`src/hdl/cansv_pkg.sv`:
```
// Shared types and constants for the CAN speed frame validator.
// No dependencies; imported by every module of the block.
package cansv_pkg;

   localparam logic [10:0] FRAME_ID      = 11'h29A;
   localparam logic [3:0]  DLC_EXPECTED  = 4'd8;
   localparam logic [15:0] SPEED_INVALID = 16'hFFFF;
   localparam logic [15:0] SPEED_LIMIT   = 16'd50000;
   localparam logic [1:0]  BUS_SPEED     = 2'd0;

   localparam logic [1:0] CSR_PROFILE_ENABLE  = 2'd0;
   localparam logic [1:0] CSR_EXT_SPEED_EN    = 2'd1;
   localparam logic [1:0] CSR_WIRED_SPEED_IN  = 2'd2;

   localparam logic KIND_FRAME = 1'b0;
   localparam logic KIND_RESET = 1'b1;

   typedef enum logic [2:0] {
      ST_FILTERED = 3'd0,
      ST_BAD_SUM  = 3'd1,
      ST_REPEAT   = 3'd2,
      ST_INVALID  = 3'd3,
      ST_UPDATED  = 3'd4,
      ST_RESET    = 3'd5
   } status_type;

   typedef struct packed {
      logic        kind;
      logic [1:0]  bus_index;
      logic        is_extended;
      logic        is_remote;
      logic [10:0] frame_id;
      logic [3:0]  data_length;
      logic [63:0] payload;
   } req_type;

   typedef struct packed {
      logic [2:0]  status;
      logic        speed_valid;
      logic [15:0] speed_value;
   } rsp_type;

   // classified transaction passed from front to back
   typedef struct packed {
      logic        is_reset;
      logic        accepted;
      logic        sum_ok;
      logic [3:0]  counter;
      logic        raw_invalid;
      logic [15:0] speed;
   } cls_type;

endpackage

```
`src/hdl/cansv_front.sv`:
```
// Front stage: accepts request transactions, filters and checks each frame.
// Depends on cansv_pkg; feeds the classification queue.
module cansv_front
   import cansv_pkg::*;
(
   input  logic    clock,
   input  logic    reset,
   input  logic    enabled,
   input  logic    req_valid,
   output logic    req_stall,
   input  req_type req_data,
   input  logic    q_full,
   output logic    q_push,
   output cls_type q_data
);

   logic    valid_ff, valid_in;
   cls_type cls_ff, cls_in;
   logic    take;
   logic [7:0]  sum;
   logic [15:0] raw;

   always_comb begin
      sum = 8'd0;
      for (int i = 0; i < 7; i++) begin
         sum = sum + req_data.payload[i*8 +: 8];
      end
      raw = {req_data.payload[39:32], req_data.payload[47:40]};

      cls_in.is_reset    = (req_data.kind == KIND_RESET);
      cls_in.accepted    = enabled && (req_data.bus_index == BUS_SPEED)
                           && !req_data.is_extended && !req_data.is_remote
                           && (req_data.frame_id == FRAME_ID)
                           && (req_data.data_length == DLC_EXPECTED);
      cls_in.sum_ok      = (req_data.payload[63:56] == ~sum);
      cls_in.counter     = req_data.payload[51:48];
      cls_in.raw_invalid = (raw == SPEED_INVALID);
      cls_in.speed       = (raw > SPEED_LIMIT) ? SPEED_LIMIT : raw;
   end

   assign q_push    = valid_ff && !q_full;
   assign req_stall = valid_ff && q_full;
   assign take      = req_valid && !req_stall;
   assign q_data    = cls_ff;

   always_comb begin
      valid_in = take ? 1'b1 : (q_push ? 1'b0 : valid_ff);
   end

   always_ff @(posedge clock) begin
      if (reset) begin
         valid_ff <= 1'b0;
      end else begin
         valid_ff <= valid_in;
      end
      if (take) begin
         cls_ff <= cls_in;
      end
   end

endmodule

```
`src/hdl/cansv_fifo.sv`:
```
// Short queue between front and back stages, fall-through read.
// Depends on cansv_pkg for the classified transaction type.
module cansv_fifo
   import cansv_pkg::*;
#(
   parameter int DEPTH = 2
) (
   input  logic    clock,
   input  logic    reset,
   input  logic    push,
   input  cls_type push_data,
   output logic    full,
   input  logic    pop,
   output cls_type pop_data,
   output logic    empty
);

   localparam int PtrW = (DEPTH > 1) ? $clog2(DEPTH) : 1;
   localparam int CntW = $clog2(DEPTH + 1);
   localparam logic [PtrW-1:0] LastPtr = PtrW'(DEPTH - 1);

   cls_type         mem_ff [DEPTH];
   logic [PtrW-1:0] wr_ptr_ff, wr_ptr_in;
   logic [PtrW-1:0] rd_ptr_ff, rd_ptr_in;
   logic [CntW-1:0] count_ff, count_in;

   assign full     = (count_ff == CntW'(DEPTH));
   assign empty    = (count_ff == '0);
   assign pop_data = mem_ff[rd_ptr_ff];

   always_comb begin
      wr_ptr_in = wr_ptr_ff;
      rd_ptr_in = rd_ptr_ff;
      count_in  = count_ff;
      if (push) begin
         wr_ptr_in = (wr_ptr_ff == LastPtr) ? '0 : wr_ptr_ff + 1'b1;
      end
      if (pop) begin
         rd_ptr_in = (rd_ptr_ff == LastPtr) ? '0 : rd_ptr_ff + 1'b1;
      end
      if (push && !pop) begin
         count_in = count_ff + 1'b1;
      end else if (pop && !push) begin
         count_in = count_ff - 1'b1;
      end
   end

   always_ff @(posedge clock) begin
      if (reset) begin
         wr_ptr_ff <= '0;
         rd_ptr_ff <= '0;
         count_ff  <= '0;
      end else begin
         wr_ptr_ff <= wr_ptr_in;
         rd_ptr_ff <= rd_ptr_in;
         count_ff  <= count_in;
      end
      if (push) begin
         mem_ff[wr_ptr_ff] <= push_data;
      end
   end

endmodule

```
`src/hdl/cansv_back.sv`:
```
// Back stage: applies classified transactions to decoder state, drives result.
// Depends on cansv_pkg; pops the classification queue.
module cansv_back
   import cansv_pkg::*;
(
   input  logic    clock,
   input  logic    reset,
   input  logic    q_empty,
   input  cls_type q_data,
   output logic    q_pop,
   output logic    rsp_valid,
   input  logic    rsp_stall,
   output rsp_type rsp_data
);

   logic        seen_ff, seen_in;
   logic [3:0]  last_ctr_ff, last_ctr_in;
   logic [15:0] speed_ff, speed_in;
   logic        spd_valid_ff, spd_valid_in;
   logic        rsp_valid_ff, rsp_valid_in;
   status_type  status_ff, status_in;

   assign q_pop = !q_empty && (!rsp_valid_ff || !rsp_stall);

   always_comb begin
      seen_in      = seen_ff;
      last_ctr_in  = last_ctr_ff;
      speed_in     = speed_ff;
      spd_valid_in = spd_valid_ff;
      status_in    = status_ff;
      rsp_valid_in = rsp_valid_ff && rsp_stall;
      if (q_pop) begin
         rsp_valid_in = 1'b1;
         if (q_data.is_reset) begin
            seen_in      = 1'b0;
            last_ctr_in  = 4'd0;
            speed_in     = 16'd0;
            spd_valid_in = 1'b0;
            status_in    = ST_RESET;
         end else if (!q_data.accepted) begin
            status_in = ST_FILTERED;
         end else if (!q_data.sum_ok) begin
            status_in = ST_BAD_SUM;
         end else if (seen_ff && (q_data.counter == last_ctr_ff)) begin
            status_in = ST_REPEAT;
         end else begin
            seen_in     = 1'b1;
            last_ctr_in = q_data.counter;
            if (q_data.raw_invalid) begin
               speed_in     = 16'd0;
               spd_valid_in = 1'b0;
               status_in    = ST_INVALID;
            end else begin
               speed_in     = q_data.speed;
               spd_valid_in = 1'b1;
               status_in    = ST_UPDATED;
            end
         end
      end
   end

   always_ff @(posedge clock) begin
      if (reset) begin
         seen_ff      <= 1'b0;
         last_ctr_ff  <= 4'd0;
         speed_ff     <= 16'd0;
         spd_valid_ff <= 1'b0;
         rsp_valid_ff <= 1'b0;
         status_ff    <= ST_FILTERED;
      end else begin
         seen_ff      <= seen_in;
         last_ctr_ff  <= last_ctr_in;
         speed_ff     <= speed_in;
         spd_valid_ff <= spd_valid_in;
         rsp_valid_ff <= rsp_valid_in;
         status_ff    <= status_in;
      end
   end

   assign rsp_valid            = rsp_valid_ff;
   assign rsp_data.status      = status_ff;
   assign rsp_data.speed_valid = spd_valid_ff;
   assign rsp_data.speed_value = speed_ff;

endmodule

```
`src/hdl/can_speed_frame_validator.sv`:
```
// Top level of the CAN speed frame validator: config registers and stages.
// Depends on cansv_pkg, cansv_front, cansv_fifo and cansv_back.
//
// Usage:
//   req_* carries one transaction per CAN frame or decoder reset event; it is
//   taken at a clock edge with req_valid high and req_stall low.
//   rsp_* returns exactly one result per request, in order, taken at an edge
//   with rsp_valid high and rsp_stall low.
//   csr_* writes the three enable bits; write only while the block is idle.
// Throughput: one transaction per cycle sustained while rsp_stall stays low.
// Path: a request passes the front register, which loads at the accepting
//   edge, then the queue and then the result register.
// Stall: a stalled result holds; the back stage stops, the queue of
//   QUEUE_DEPTH entries fills, then req_stall rises.
// Reset: clears enables, decoder state and all valid flags; no result pending.
module can_speed_frame_validator
   import cansv_pkg::*;
#(
   parameter int QUEUE_DEPTH = 2
) (
   input  logic       clock,
   input  logic       reset,
   input  logic       req_valid,
   output logic       req_stall,
   input  req_type    req_data,
   output logic       rsp_valid,
   input  logic       rsp_stall,
   output rsp_type    rsp_data,
   input  logic       csr_wr_en,
   input  logic [1:0] csr_index,
   input  logic       csr_data
);

   logic    prof_en_ff, ext_en_ff, wired_ff;
   logic    enabled;
   logic    q_push, q_pop, q_full, q_empty;
   cls_type q_wr_data, q_rd_data;

   always_ff @(posedge clock) begin
      if (reset) begin
         prof_en_ff <= 1'b0;
         ext_en_ff  <= 1'b0;
         wired_ff   <= 1'b0;
      end else if (csr_wr_en) begin
         case (csr_index)
            CSR_PROFILE_ENABLE: begin
               prof_en_ff <= csr_data;
            end
            CSR_EXT_SPEED_EN: begin
               ext_en_ff <= csr_data;
            end
            CSR_WIRED_SPEED_IN: begin
               wired_ff <= csr_data;
            end
            default: begin
            end
         endcase
      end
   end

   assign enabled = prof_en_ff && !ext_en_ff && !wired_ff;

   cansv_front u_front (
      .clock     (clock),
      .reset     (reset),
      .enabled   (enabled),
      .req_valid (req_valid),
      .req_stall (req_stall),
      .req_data  (req_data),
      .q_full    (q_full),
      .q_push    (q_push),
      .q_data    (q_wr_data)
   );

   cansv_fifo #(
      .DEPTH (QUEUE_DEPTH)
   ) u_fifo (
      .clock     (clock),
      .reset     (reset),
      .push      (q_push),
      .push_data (q_wr_data),
      .full      (q_full),
      .pop       (q_pop),
      .pop_data  (q_rd_data),
      .empty     (q_empty)
   );

   cansv_back u_back (
      .clock     (clock),
      .reset     (reset),
      .q_empty   (q_empty),
      .q_data    (q_rd_data),
      .q_pop     (q_pop),
      .rsp_valid (rsp_valid),
      .rsp_stall (rsp_stall),
      .rsp_data  (rsp_data)
   );

`ifndef SYNTHESIS
   a_invalid_zero: assert property (@(posedge clock) disable iff (reset)
      rsp_valid && !rsp_data.speed_valid |-> rsp_data.speed_value == 16'd0)
      else $error("speed value nonzero while invalid");

   a_reset_clears: assert property (@(posedge clock) disable iff (reset)
      rsp_valid && rsp_data.status == ST_RESET |-> !rsp_data.speed_valid)
      else $error("reset transaction left speed valid");

   a_update_range: assert property (@(posedge clock) disable iff (reset)
      rsp_valid && rsp_data.status == ST_UPDATED
      |-> rsp_data.speed_valid && rsp_data.speed_value <= SPEED_LIMIT)
      else $error("updated speed out of range or invalid");

   a_pop_nonempty: assert property (@(posedge clock) disable iff (reset)
      q_pop |-> !q_empty)
      else $error("queue popped while empty");
`endif

endmodule

```
`config.mk`:
```
export PLATFORM = sky130hd
export DESIGN_NAME = can_speed_frame_validator
export DESIGN_NICKNAME = d
export VERILOG_FILES = /design/src/hdl/cansv_pkg.sv /design/src/hdl/cansv_front.sv /design/src/hdl/cansv_fifo.sv /design/src/hdl/cansv_back.sv /design/src/hdl/can_speed_frame_validator.sv
export SDC_FILE = /design/constraint.sdc
export NUM_CORES = 1
export LEC_CHECK = 0
export BUFFER_PORTS_ARGS = -buffer_cell sky130_fd_sc_hd__buf_2
export CAP_MARGIN = 30
export CORE_ASPECT_RATIO = 0.6
export CORE_UTILIZATION = 55
export CTS_CLUSTER_SIZE = 25
export DETAILED_ROUTE_END_ITERATION = 16
export GPL_TIMING_DRIVEN = 0
export PLACE_DENSITY = 0.79
export SETUP_SLACK_MARGIN = 0.1
export SLEW_MARGIN = 20
export SYNTH_ARGS = -nofsm -noshare
export SYNTH_HDL_FRONTEND = slang
export SYNTH_HIERARCHICAL = 1
export SYNTH_SLANG_ARGS = --single-unit
```
`constraint.sdc`:
```
create_clock -name clock -period 6.88 [get_ports clock]
set_input_delay 1.376 -clock clock [delete_from_list [all_inputs] [get_ports clock]]
set_output_delay 1.376 -clock clock [all_outputs]
set_load 0.02 [all_outputs]
```
Word-level counts from Yosys, hierarchy flattened
Memory sizes are Yosys's and may differ from the RTL's. A register that Yosys moved wholly into a read port is not among the register bits.
Cells that the tools add are included.
- memories: 1
- input bits: 92
- output and inout bits: 22
- logic and storage cells: 113
- RAM bits: 48
- register bits: 58
- order comparisons: 1
- reductions and logical operators: 38
- multiplexer cells: 34
- add/subtract/negate cells: 10
- equality and inequality tests: 9
- bitwise gates (word level): 1
- memory list (name ; depth ; bits a word ; rd ports ; clocked after memory_dff ; wr ports ; line ; source):
    u_fifo.mem_ff ; 2 ; 24 ; 1 ; 1 ; 1 ; cansv_fifo.sv:22 ; cls_type mem_ff [DEPTH];
- operators by type and width (operator ; count):
    $mux W16 ; 5
    $add A8 B8 Y8 ; 6
    $mux W1 ; 18
    $eq A16 B16 Y1 const B ; 1
    $gt A16 B16 Y1 const B ; 1
    $mux W4 ; 4
    $logic_and A1 B1 Y1 ; 15
    $mux W3 ; 5
    $eq A11 B10 Y1 const B ; 1
    $logic_not A1 Y1 ; 11
    $eq A8 B8 Y1 ; 1
    $not A8 Y8 ; 1
    $reduce_bool A2 Y1 ; 4
    $logic_not A2 Y1 ; 3
    $reduce_and A2 Y1 ; 3
    $eq A2 B2 Y1 const B ; 2
    $eq A4 B4 Y1 ; 1
    $eq A4 B4 Y1 const B ; 1
    $mux W2 ; 2
    $reduce_and A4 Y1 ; 1
    $add A1 B1 Y1 const B ; 2
    $add A2 B1 Y2 const B ; 1
    $eq A2 B1 Y1 const B ; 1
    $ne A2 B2 Y1 const B ; 1
    2 further kinds ; 2

Depth between registers and ports, before layout
Gate-level depths: netlist of run 1.
- depth in word-level cells: 8
- gate-level depth with buffers: 16
- gate-level depth less buffers: 16

Cells and area by module
Netlist of run 1, hierarchy kept.
- modules (own cells, without submodules) (module ; cells each ; area each (um2) ; instances ; sequential area each (um2)):
    cansv_front ; 183 ; 2228.4 ; 1 ; 740.7
    cansv_fifo ; 97 ; 1939.4 ; 1 ; 1541.5
    cansv_back ; 85 ; 964.7 ; 1 ; 520.5
    can_speed_frame_validator ; 14 ; 152.6 ; 1 ; 60.1

Worst setup path after synthesis of run 1
OpenSTA, ideal clock, no wires.
- path kind: input to register
- start: in req_data[2] (netlist name)
- end: reg u_front.cls_ff, in the netlist u_front/q_data[21], data pin
- buffers on the path: 0
- path slack: 1.924 ns
- required time: 6.623 ns
- data arrival time: 4.699 ns
- setup time: 0.257 ns
- stages: 13
- cells stage by stage: fa_1 -> inv_1 -> fa_1 -> fa_1 -> inv_1 -> fa_1 -> inv_1 -> fa_1 -> nand2b_1 -> a21oi_1 -> a31oi_1 -> xnor2_1 -> nor3_2
- RTL lines (item ; line ; source):
    start: declaration ; can_speed_frame_validator.sv:25 ; input req_type req_data,
    end signal: assignment ; cansv_front.sv:57 ; cls_ff <= cls_in;
    end: declaration ; cansv_front.sv:18 ; cls_type cls_ff, cls_in;

==> results of run 1 <==
==> flip-flops by register name, indices dropped and copies added, names as in the netlist, named ones only <==
name                 cells
u_fifo/mem_ff           48
u_front/q_data          24
u_back/speed_ff         16
u_back/last_ctr_ff       4
u_back/status_ff         3
u_fifo/count_ff          2
ext_en_ff                1
prof_en_ff               1
u_back/rsp_valid         1
u_back/seen_ff           1
u_back/spd_valid_ff      1
u_fifo/rd_ptr_ff         1
u_fifo/wr_ptr_ff         1
u_front/valid_ff         1
wired_ff                 1
==> worst max-delay path, stage by stage <==
cell	delay, ps
buf_2	110
fa_1	550
inv_1	70
fa_1	520
fa_1	550
inv_1	50
fa_1	530
inv_1	70
fa_1	460
nand2b_1	160
a21oi_1	240
a31oi_1	160
xnor2_1	250
nor3_2	90
==> cell usage after synthesis, types with 9 or more instances <==
master and count:
a22o_1 11, a22o_2 9, and2_1 13, dfxtp_1 35, edfxtp_1 72, fa_1 32
ha_1 10, inv_1 42, mux2_2 24, nor2_1 17, xnor2_1 20
==> stage by stage <==
stage               instances  hold WS [ps]  util [%]  total power, uW
global placement          622         424.2     64.96             1621
CTS                       639         445.9     68.79             2214
floorplan                 379         421.5         -             1451
finish                    639         445.3     68.79             2210
detailed placement        623         429.0     65.29             1666
global route              639         454.5     68.79             2335
==> where the power goes <==
group	total, uW	switching, uW	leakage, uW	internal, uW
logic	876	476	0.00156	400
clock network	545	224	0.000158	321
registers	788	29.5	0.000962	759
==> routing by layer <==
layer | routed length, um | vias up
li1 | - | 1578
met1 | 4822 | 1583
met2 | 4914 | 130
met3 | 827 | 10
met4 | 119 | 0
met5 | 0 | -
==> cells by family after synthesis <==
| kind of cell | count (synthesis) | synth area share, % |
|---|---|---|
| AO/OA/AOI/OAI | 47 | 7.316 |
| XOR/XNOR | 28 | 5.729 |
| flip-flops | 107 | 54.17 |
| buffers and inverters | 51 | 4.001 |
| multiplexers | 27 | 5.682 |
| AND/OR/NAND/NOR | 77 | 8.617 |
| adder cells (fa/ha/maj) | 42 | 14.49 |
==> path summary, 6_finish.rpt <==
kind,from,slack [ps],cells after the start,to
setup / recovery,req_data[2],1810,14,u_front/q_data[21]
hold / removal,u_front/q_data[5],450,0,u_fifo/mem_ff[0][5]
setup reg to reg,flip-flop,4250,8,u_back/speed_ff[7]
hold reg to reg,u_front/q_data[5],450,0,u_fifo/mem_ff[0][5]
==> layout make-up <==
cell class	instances	area share [%]
Tap cell	130	2.555
Inverter	42	2.476
Buffer	9	0.8450
Timing Repair Buffer	114	9.118
Multi-Input combinational cell	221	34.96
Sequential cell	107	44.96
Clock inverter	7	1.552
Clock buffer	9	3.537
==> flow_metrics.env, run 1 <==
export IMPL_powerDensity_mw_per_mm2=347.0
export IMPL_antenna_left=0
export IMPL_tns_ps=0
export IMPL_synth_main_ff_cell="edfxtp_1"
export IMPL_postCtsHoldBufs=0
export IMPL_place_ws_ps=1499
export IMPL_htreeDepth=3
export IMPL_grt_util_met3_pct=6.690
export IMPL_use_met1_pct=31.64
export IMPL_synth_edf_count=72
export IMPL_via_count=3301
export IMPL_core_area_mm2=0.009256
export IMPL_post_dp_cell_area_mm2=0.006043
export IMPL_rows=27
export IMPL_cts_setup_buffers=0
export IMPL_multi_input_area_mm2=0.002226
export IMPL_netlist_area_leader_share_pct=40.91
export IMPL_ys_top_cells_by_area="edfxtp_1, dfxtp_1, fa_1, mux2_2, xnor2_1"
export IMPL_critical_path_class="in2reg"
export IMPL_cts_tree="done"
export IMPL_cts_sinks=107
export IMPL_numCtsBuffers=9
export IMPL_min_period_ps=5073
export IMPL_slew_violations=0
export IMPL_cp_required_ps=6970
export IMPL_synth_seq_cells=107
export IMPL_fp_dieArea_mm2=0.01002
export IMPL_fp_dieW_um=128.6
export IMPL_grt_pass1_wl_mm=16.99
export IMPL_drt_initial_drc_count=198
export IMPL_track_usage_pct=23.39
export IMPL_cts_clk_slew_worst_paths_ps=70
export IMPL_relSlewSlack_pct=48.63
export IMPL_drc=0
export IMPL_hold_path_class="reg2reg"
export IMPL_syn_num_nets=513
export IMPL_hold_viol=0
export IMPL_insertion_delay_ps=340
export IMPL_final_setup_worst_slack_ps=1807
export IMPL_grt_max_degree=25
export IMPL_area_growth_pct=20.48
export IMPL_synth_warnings=6
export IMPL_end_kind="flip-flop"
export IMPL_worst_pin_slew_ps=768.9
export IMPL_yosys_area_top_type="edfxtp_1"
export IMPL_gp_congestion=0.8404
export IMPL_regArea_mm2=0.002863
export IMPL_firstDrtPassIters=4
export IMPL_busiest_layer="met2"
export IMPL_cts_max_path_buffers=2
export IMPL_layout_commonest_cell="buf_2"
export IMPL_routed_wl_mm=10.68
export IMPL_postSynthAreaPerCell_um2=13.94
export IMPL_ir_drop_mv=0.3225
export IMPL_fmax_ghz=0.1971
export IMPL_cp_arrival_ps=5160
export IMPL_n_antenna_cell=0
export IMPL_grt_pass1_vias=3397
export IMPL_ios=114
export IMPL_worstPathMaxFanout=2
export IMPL_p_leak_uw=0.002680
export IMPL_setup_violations=0
export IMPL_nets=638
export IMPL_cts_resized=0
export IMPL_start_util_pct=57.10
export IMPL_seq_area_frac_synth_pct=54.17
export IMPL_cp_start_kind="primary input"
export IMPL_clock_root_buffer="clkbuf_16"
export IMPL_max_cap_violations=0
export IMPL_stdcell_area_mm2=0.006367
export IMPL_synth_area_mm2=0.005285
export IMPL_rsz0062_at_grt="no"
export IMPL_syn_inst=379
export IMPL_grt_use_met2_pct=36.81
export IMPL_min_period_over_period_pct=73.73
export IMPL_fillerInstances=658
export IMPL_die_y_um=77.93
export IMPL_synthArstFlopShare_pct=0
export IMPL_drive_above_1_share_pct=35.36
export IMPL_avgViaCountPerCell=5.166
export IMPL_skew_ps=6.616
export IMPL_hpwlAfterDp_mm=8.320
export IMPL_yosys_cell_types_count=53
export IMPL_numPortBuffers=113
export IMPL_status="finished, final reports clean"
export IMPL_wl_per_cell_um=16.72
export IMPL_antenna_found_initial=0
export IMPL_final_cell_mix="buf_2, edfxtp_1, inv_1, dfxtp_1, fa_1"
export IMPL_grt_overflow=0
No activity file was read; power rests on OpenSTA's default activity.
==> run 2, diff against run 1 <==
- clock period: 6.88 -> 4.8 ns (I/O delays scaled with it)
==> flow_metrics.env, run 2 (synthesized netlist as in run 1, its figures left out) <==
export IMPL_fp_dieW_um=128.6
export IMPL_htreeDepth=3
export IMPL_postCtsHoldBufs=0
export IMPL_multi_input_area_mm2=0.002230
export IMPL_antenna_found_initial=0
export IMPL_track_usage_pct=23.39
export IMPL_cp_start_kind="primary input"
export IMPL_setup_violations=0
export IMPL_slew_violations=0
export IMPL_start_util_pct=57.10
export IMPL_cts_tree="done"
export IMPL_ir_drop_mv=0.4647
export IMPL_numPortBuffers=113
export IMPL_place_ws_ps=-165.1
export IMPL_layout_commonest_cell="buf_2"
export IMPL_nets=638
export IMPL_worstPathMaxFanout=2
export IMPL_p_leak_uw=0.002680
export IMPL_critical_path_class="in2reg"
export IMPL_cp_arrival_ps=4700
export IMPL_max_cap_violations=0
export IMPL_cts_max_path_buffers=2
export IMPL_wl_per_cell_um=16.75
export IMPL_post_route_util_pct=68.83
export IMPL_worst_pin_slew_ps=768.9
export IMPL_numCtsBuffers=9
export IMPL_end_kind="flip-flop"
export IMPL_n_antenna_cell=0
export IMPL_clock_root_buffer="clkbuf_16"
export IMPL_gp_congestion=0.8404
export IMPL_instances_no_fill=639
export IMPL_drt_initial_drc_count=209
export IMPL_antenna_left=0
export IMPL_reg2regPathDepth=8
export IMPL_drive_above_1_share_pct=35.56
export IMPL_min_period_ps=4610
export IMPL_dp_cells=623
export IMPL_min_period_over_period_pct=96.03
export IMPL_cts_sinks=107
export IMPL_status="finished, final reports clean"
export IMPL_hold_viol=0
export IMPL_grt_max_degree=25
export IMPL_regArea_mm2=0.002863
export IMPL_firstDrtPassIters=4
export IMPL_via_count=3312
export IMPL_largest_reg_flops=48
export IMPL_cts_clk_slew_worst_paths_ps=70
export IMPL_cp_required_ps=4890
export IMPL_crit_start="req_data[2]"
export IMPL_grt_pass1_vias=3397
export IMPL_relSlewSlack_pct=48.63
export IMPL_routed_wl_mm=10.70
export IMPL_r2r_end="u_back/speed_ff[7]"
export IMPL_ios=114
export IMPL_grt_overflow=0
export IMPL_skew_ps=6.623
export IMPL_fp_dieArea_mm2=0.01002
export IMPL_drc=0
export IMPL_area_growth_pct=20.55
export IMPL_rsz0062_at_grt="no"
export IMPL_grt_pass1_wl_mm=16.99
export IMPL_powerDensity_mw_per_mm2=498.9
export IMPL_ff2ff_setup_slack_ps=2170
export IMPL_core_area_mm2=0.009256
export IMPL_rows=27
export IMPL_fmax_ghz=0.2169
export IMPL_final_setup_worst_slack_ps=190.5
export IMPL_top_register="u_fifo/mem_ff"
export IMPL_insertion_delay_ps=340
export IMPL_die_y_um=77.93
export IMPL_tns_ps=0
export IMPL_fillerInstances=656
export IMPL_final_cell_mix="buf_2, edfxtp_1, inv_1, dfxtp_1, fa_1"
export IMPL_hold_path_class="reg2reg"
export IMPL_hpwlAfterDp_mm=8.320
export IMPL_avgViaCountPerCell=5.183
export IMPL_crit_end="u_front/q_data[21]"
==> run 2: cell counts in the layout (fill, tap and decap cells not counted) <==
Identical to the previous run, type by type.
==> run 2: layout make-up <==
class / instances / area share (%)
Sequential cell: 107 / 44.93
Multi-Input combinational cell: 221 / 35.00
Timing Repair Buffer: 114 / 9.112
Clock buffer: 9 / 3.535
Tap cell: 130 / 2.553
Inverter: 42 / 2.474
Clock inverter: 7 / 1.551
Buffer: 9 / 0.8445
==> run 2: power by group <==
| group | switching, uW | internal [uW] |
|---|---|---|
| Combinational | 690 | 577 |
| Clock | 321 | 461 |
| Sequential | 42.3 | 1090 |
==> run 2: worst min-delay path by stage <==
stage                            startpoint                  end  slack, ps  cells past startpoint
after floorplan           u_front/q_data[0]  u_fifo/mem_ff[0][0]        420                      0
after global placement    u_front/q_data[7]  u_fifo/mem_ff[0][7]        420                      0
after detailed placement  u_front/q_data[5]  u_fifo/mem_ff[1][5]        430                      0
after CTS                 u_front/q_data[5]  u_fifo/mem_ff[0][5]        450                      0
after global routing      u_front/q_data[5]  u_fifo/mem_ff[0][5]        450                      0
final                     u_front/q_data[5]  u_fifo/mem_ff[0][5]        450                      0
==> run 2: worst max-delay path, stage by stage <==
cell	delay, ps
buf_2	110
fa_1	550
inv_1	70
fa_1	520
fa_1	550
inv_1	50
fa_1	530
inv_1	70
fa_1	460
nand2b_1	170
a21oi_2	190
a31oi_1	140
xnor2_1	250
nor3_2	90
==> run 2: repair_timing <==
item	4_1_cts	5_1_grt
setup buffers	0	0
gates resized for setup	0	1
endpoints found under the setup margin	0	1
endpoints found under the hold margin	0	0
==> run 2: through the flow <==
step	cell area [um^2]	hold WS [ps]	total power (uW)
finish	6371	445.3	3179
CTS	6367	445.9	3173
global route	6371	454.5	3354
detailed placement	6043	429.0	2389
floorplan	5285	421.5	2079
global placement	6013	424.2	2323
==> run 2: per-layer routing <==
metal | track usage (%) | up-vias | part of all wire (%)
met5 | 0 | - | 0
met4 | 7.059 | 0 | 1.1
met3 | 6.690 | 10 | 7.8
met2 | 36.81 | 136 | 46
met1 | 31.64 | 1588 | 45
li1 | - | 1578 | -
==> run 3, diff against run 2 <==
- clock period: 4.8 -> 4.7 ns (I/O delays scaled with it)
==> flow_metrics.env, run 3 (synthesized netlist as in run 1, its figures left out) <==
export IMPL_grt_pass1_vias=3397
export IMPL_slew_violations=0
export IMPL_top_register="u_fifo/mem_ff"
export IMPL_grt_max_degree=25
export IMPL_reg2regPathDepth=8
export IMPL_dp_cells=623
export IMPL_cts_tree="done"
export IMPL_grt_overflow=0
export IMPL_clock_root_buffer="clkbuf_16"
export IMPL_via_count=3343
export IMPL_max_cap_violations=0
export IMPL_cts_setup_buffers=0
export IMPL_end_kind="flip-flop"
export IMPL_stdcell_area_mm2=0.006374
export IMPL_cp_arrival_ps=4570
export IMPL_antenna_found_initial=0
export IMPL_fin_hold_ws_ps=445.3
export IMPL_nets=638
export IMPL_grt_pass1_wl_mm=16.99
export IMPL_firstDrtPassIters=4
export IMPL_setup_violations=0
export IMPL_final_cell_mix="buf_2, edfxtp_1, inv_1, dfxtp_1, fa_1"
export IMPL_fmax_ghz=0.2231
export IMPL_fp_dieW_um=128.6
export IMPL_hold_depth=0
export IMPL_cts_max_path_buffers=2
export IMPL_worstPathMaxFanout=4
export IMPL_n_antenna_cell=0
export IMPL_hold_viol=0
export IMPL_post_route_util_pct=68.86
export IMPL_rsz0062_at_grt="no"
export IMPL_ios=114
export IMPL_power_uw=3250
export IMPL_worst_pin_slew_ps=775.3
export IMPL_start_util_pct=57.10
export IMPL_track_usage_pct=23.39
export IMPL_area_growth_pct=20.60
export IMPL_skew_ps=6.665
export IMPL_core_area_mm2=0.009256
export IMPL_rows=27
export IMPL_htreeDepth=3
export IMPL_largest_reg_flops=48
export IMPL_drive_above_1_share_pct=35.76
export IMPL_cts_clk_slew_worst_paths_ps=70
export IMPL_min_period_over_period_pct=95.38
export IMPL_status="finished, final reports clean"
export IMPL_hold_path_class="reg2reg"
export IMPL_hpwlAfterDp_mm=8.320
export IMPL_numPortBuffers=113
export IMPL_critical_path_class="in2reg"
export IMPL_cts_sinks=107
export IMPL_relSlewSlack_pct=48.20
export IMPL_layout_commonest_cell="buf_2"
export IMPL_numCtsBuffers=9
export IMPL_instances_no_fill=639
export IMPL_p_leak_uw=0.002680
export IMPL_post_dp_cell_area_mm2=0.006043
export IMPL_insertion_delay_ps=340
export IMPL_ir_drop_mv=0.4682
export IMPL_wl_per_cell_um=16.77
export IMPL_gp_congestion=0.8404
export IMPL_avgViaCountPerCell=5.232
export IMPL_cp_required_ps=4790
export IMPL_antenna_left=0
export IMPL_drt_initial_drc_count=209
export IMPL_powerDensity_mw_per_mm2=509.9
export IMPL_routed_wl_mm=10.72
export IMPL_fp_dieArea_mm2=0.01002
export IMPL_min_period_ps=4483
export IMPL_cp_start_kind="primary input"
export IMPL_die_y_um=77.93
export IMPL_drc=0
-- run 3: cell counts in the layout (fill, tap and decap cells not counted) --
Identical to the previous run, type by type.
-- run 3: through the flow --
| stage | setup TNS (ps) | setup slack [ps] |
|---|---|---|
| floorplan | 0 | 179.7 |
| global placement | -139.4 | -139.4 |
| detailed placement | -245.1 | -245.1 |
| CTS | 0 | 123.2 |
| global route | 0 | 130.5 |
| finish | 0 | 217.1 |
-- run 3: worst paths after layout --
path	startpoint	endpoint	slack (ps)
worst min-delay path	u_front/q_data[5]	u_fifo/mem_ff[0][5]	450
worst max register to register	flip-flop	u_back/speed_ff[7]	2080
worst max-delay path	req_data[34]	u_front/q_data[21]	220
worst min register to register	u_front/q_data[5]	u_fifo/mem_ff[0][5]	450
-- run 3: final cells by class --
type                       count  area (um^2)
tap                          130        162.7
inverter                      42        157.7
fill                         655         2883
buffer                         9        53.80
clock inverter                 7        98.84
multi-input combinational    221         2232
clock buffer                   9        225.2
timing repair buffer         114        580.6
sequential                   107         2863
-- run 3: routing by layer --
metal / vias up / global-route usage, % / wire length (um)
li1: 1580 / - / -
met1: 1609 / 31.64 / 4792
met2: 140 / 36.81 / 4932
met3: 14 / 6.690 / 850
met4: 0 / 7.059 / 141
met5: - / 0 / 0
-- run 3: worst max-delay path: stages --
cell and delay (ps):
buf_2 140, fa_1 510, inv_1 60, fa_1 520, fa_1 550, inv_1 50
fa_1 510, inv_1 70, fa_2 400, nand2b_1 160, a21oi_2 190, a31oi_1 120
xnor2_1 270, nor3_2 90
-- run 3: power breakdown --
part	switching (uW)	total, uW	internal (uW)
Combinational	705	1300	591
Clock	329	799	470
Sequential	43.1	1150	1110
Total	1080	3250	2170
-- run 3: timing repair --
| item | in CTS | in global routing |
|---|---|---|
| setup endpoints to repair | 0 | 1 |
| hold buffers | 0 | 0 |
| resized for setup | 0 | 2 |
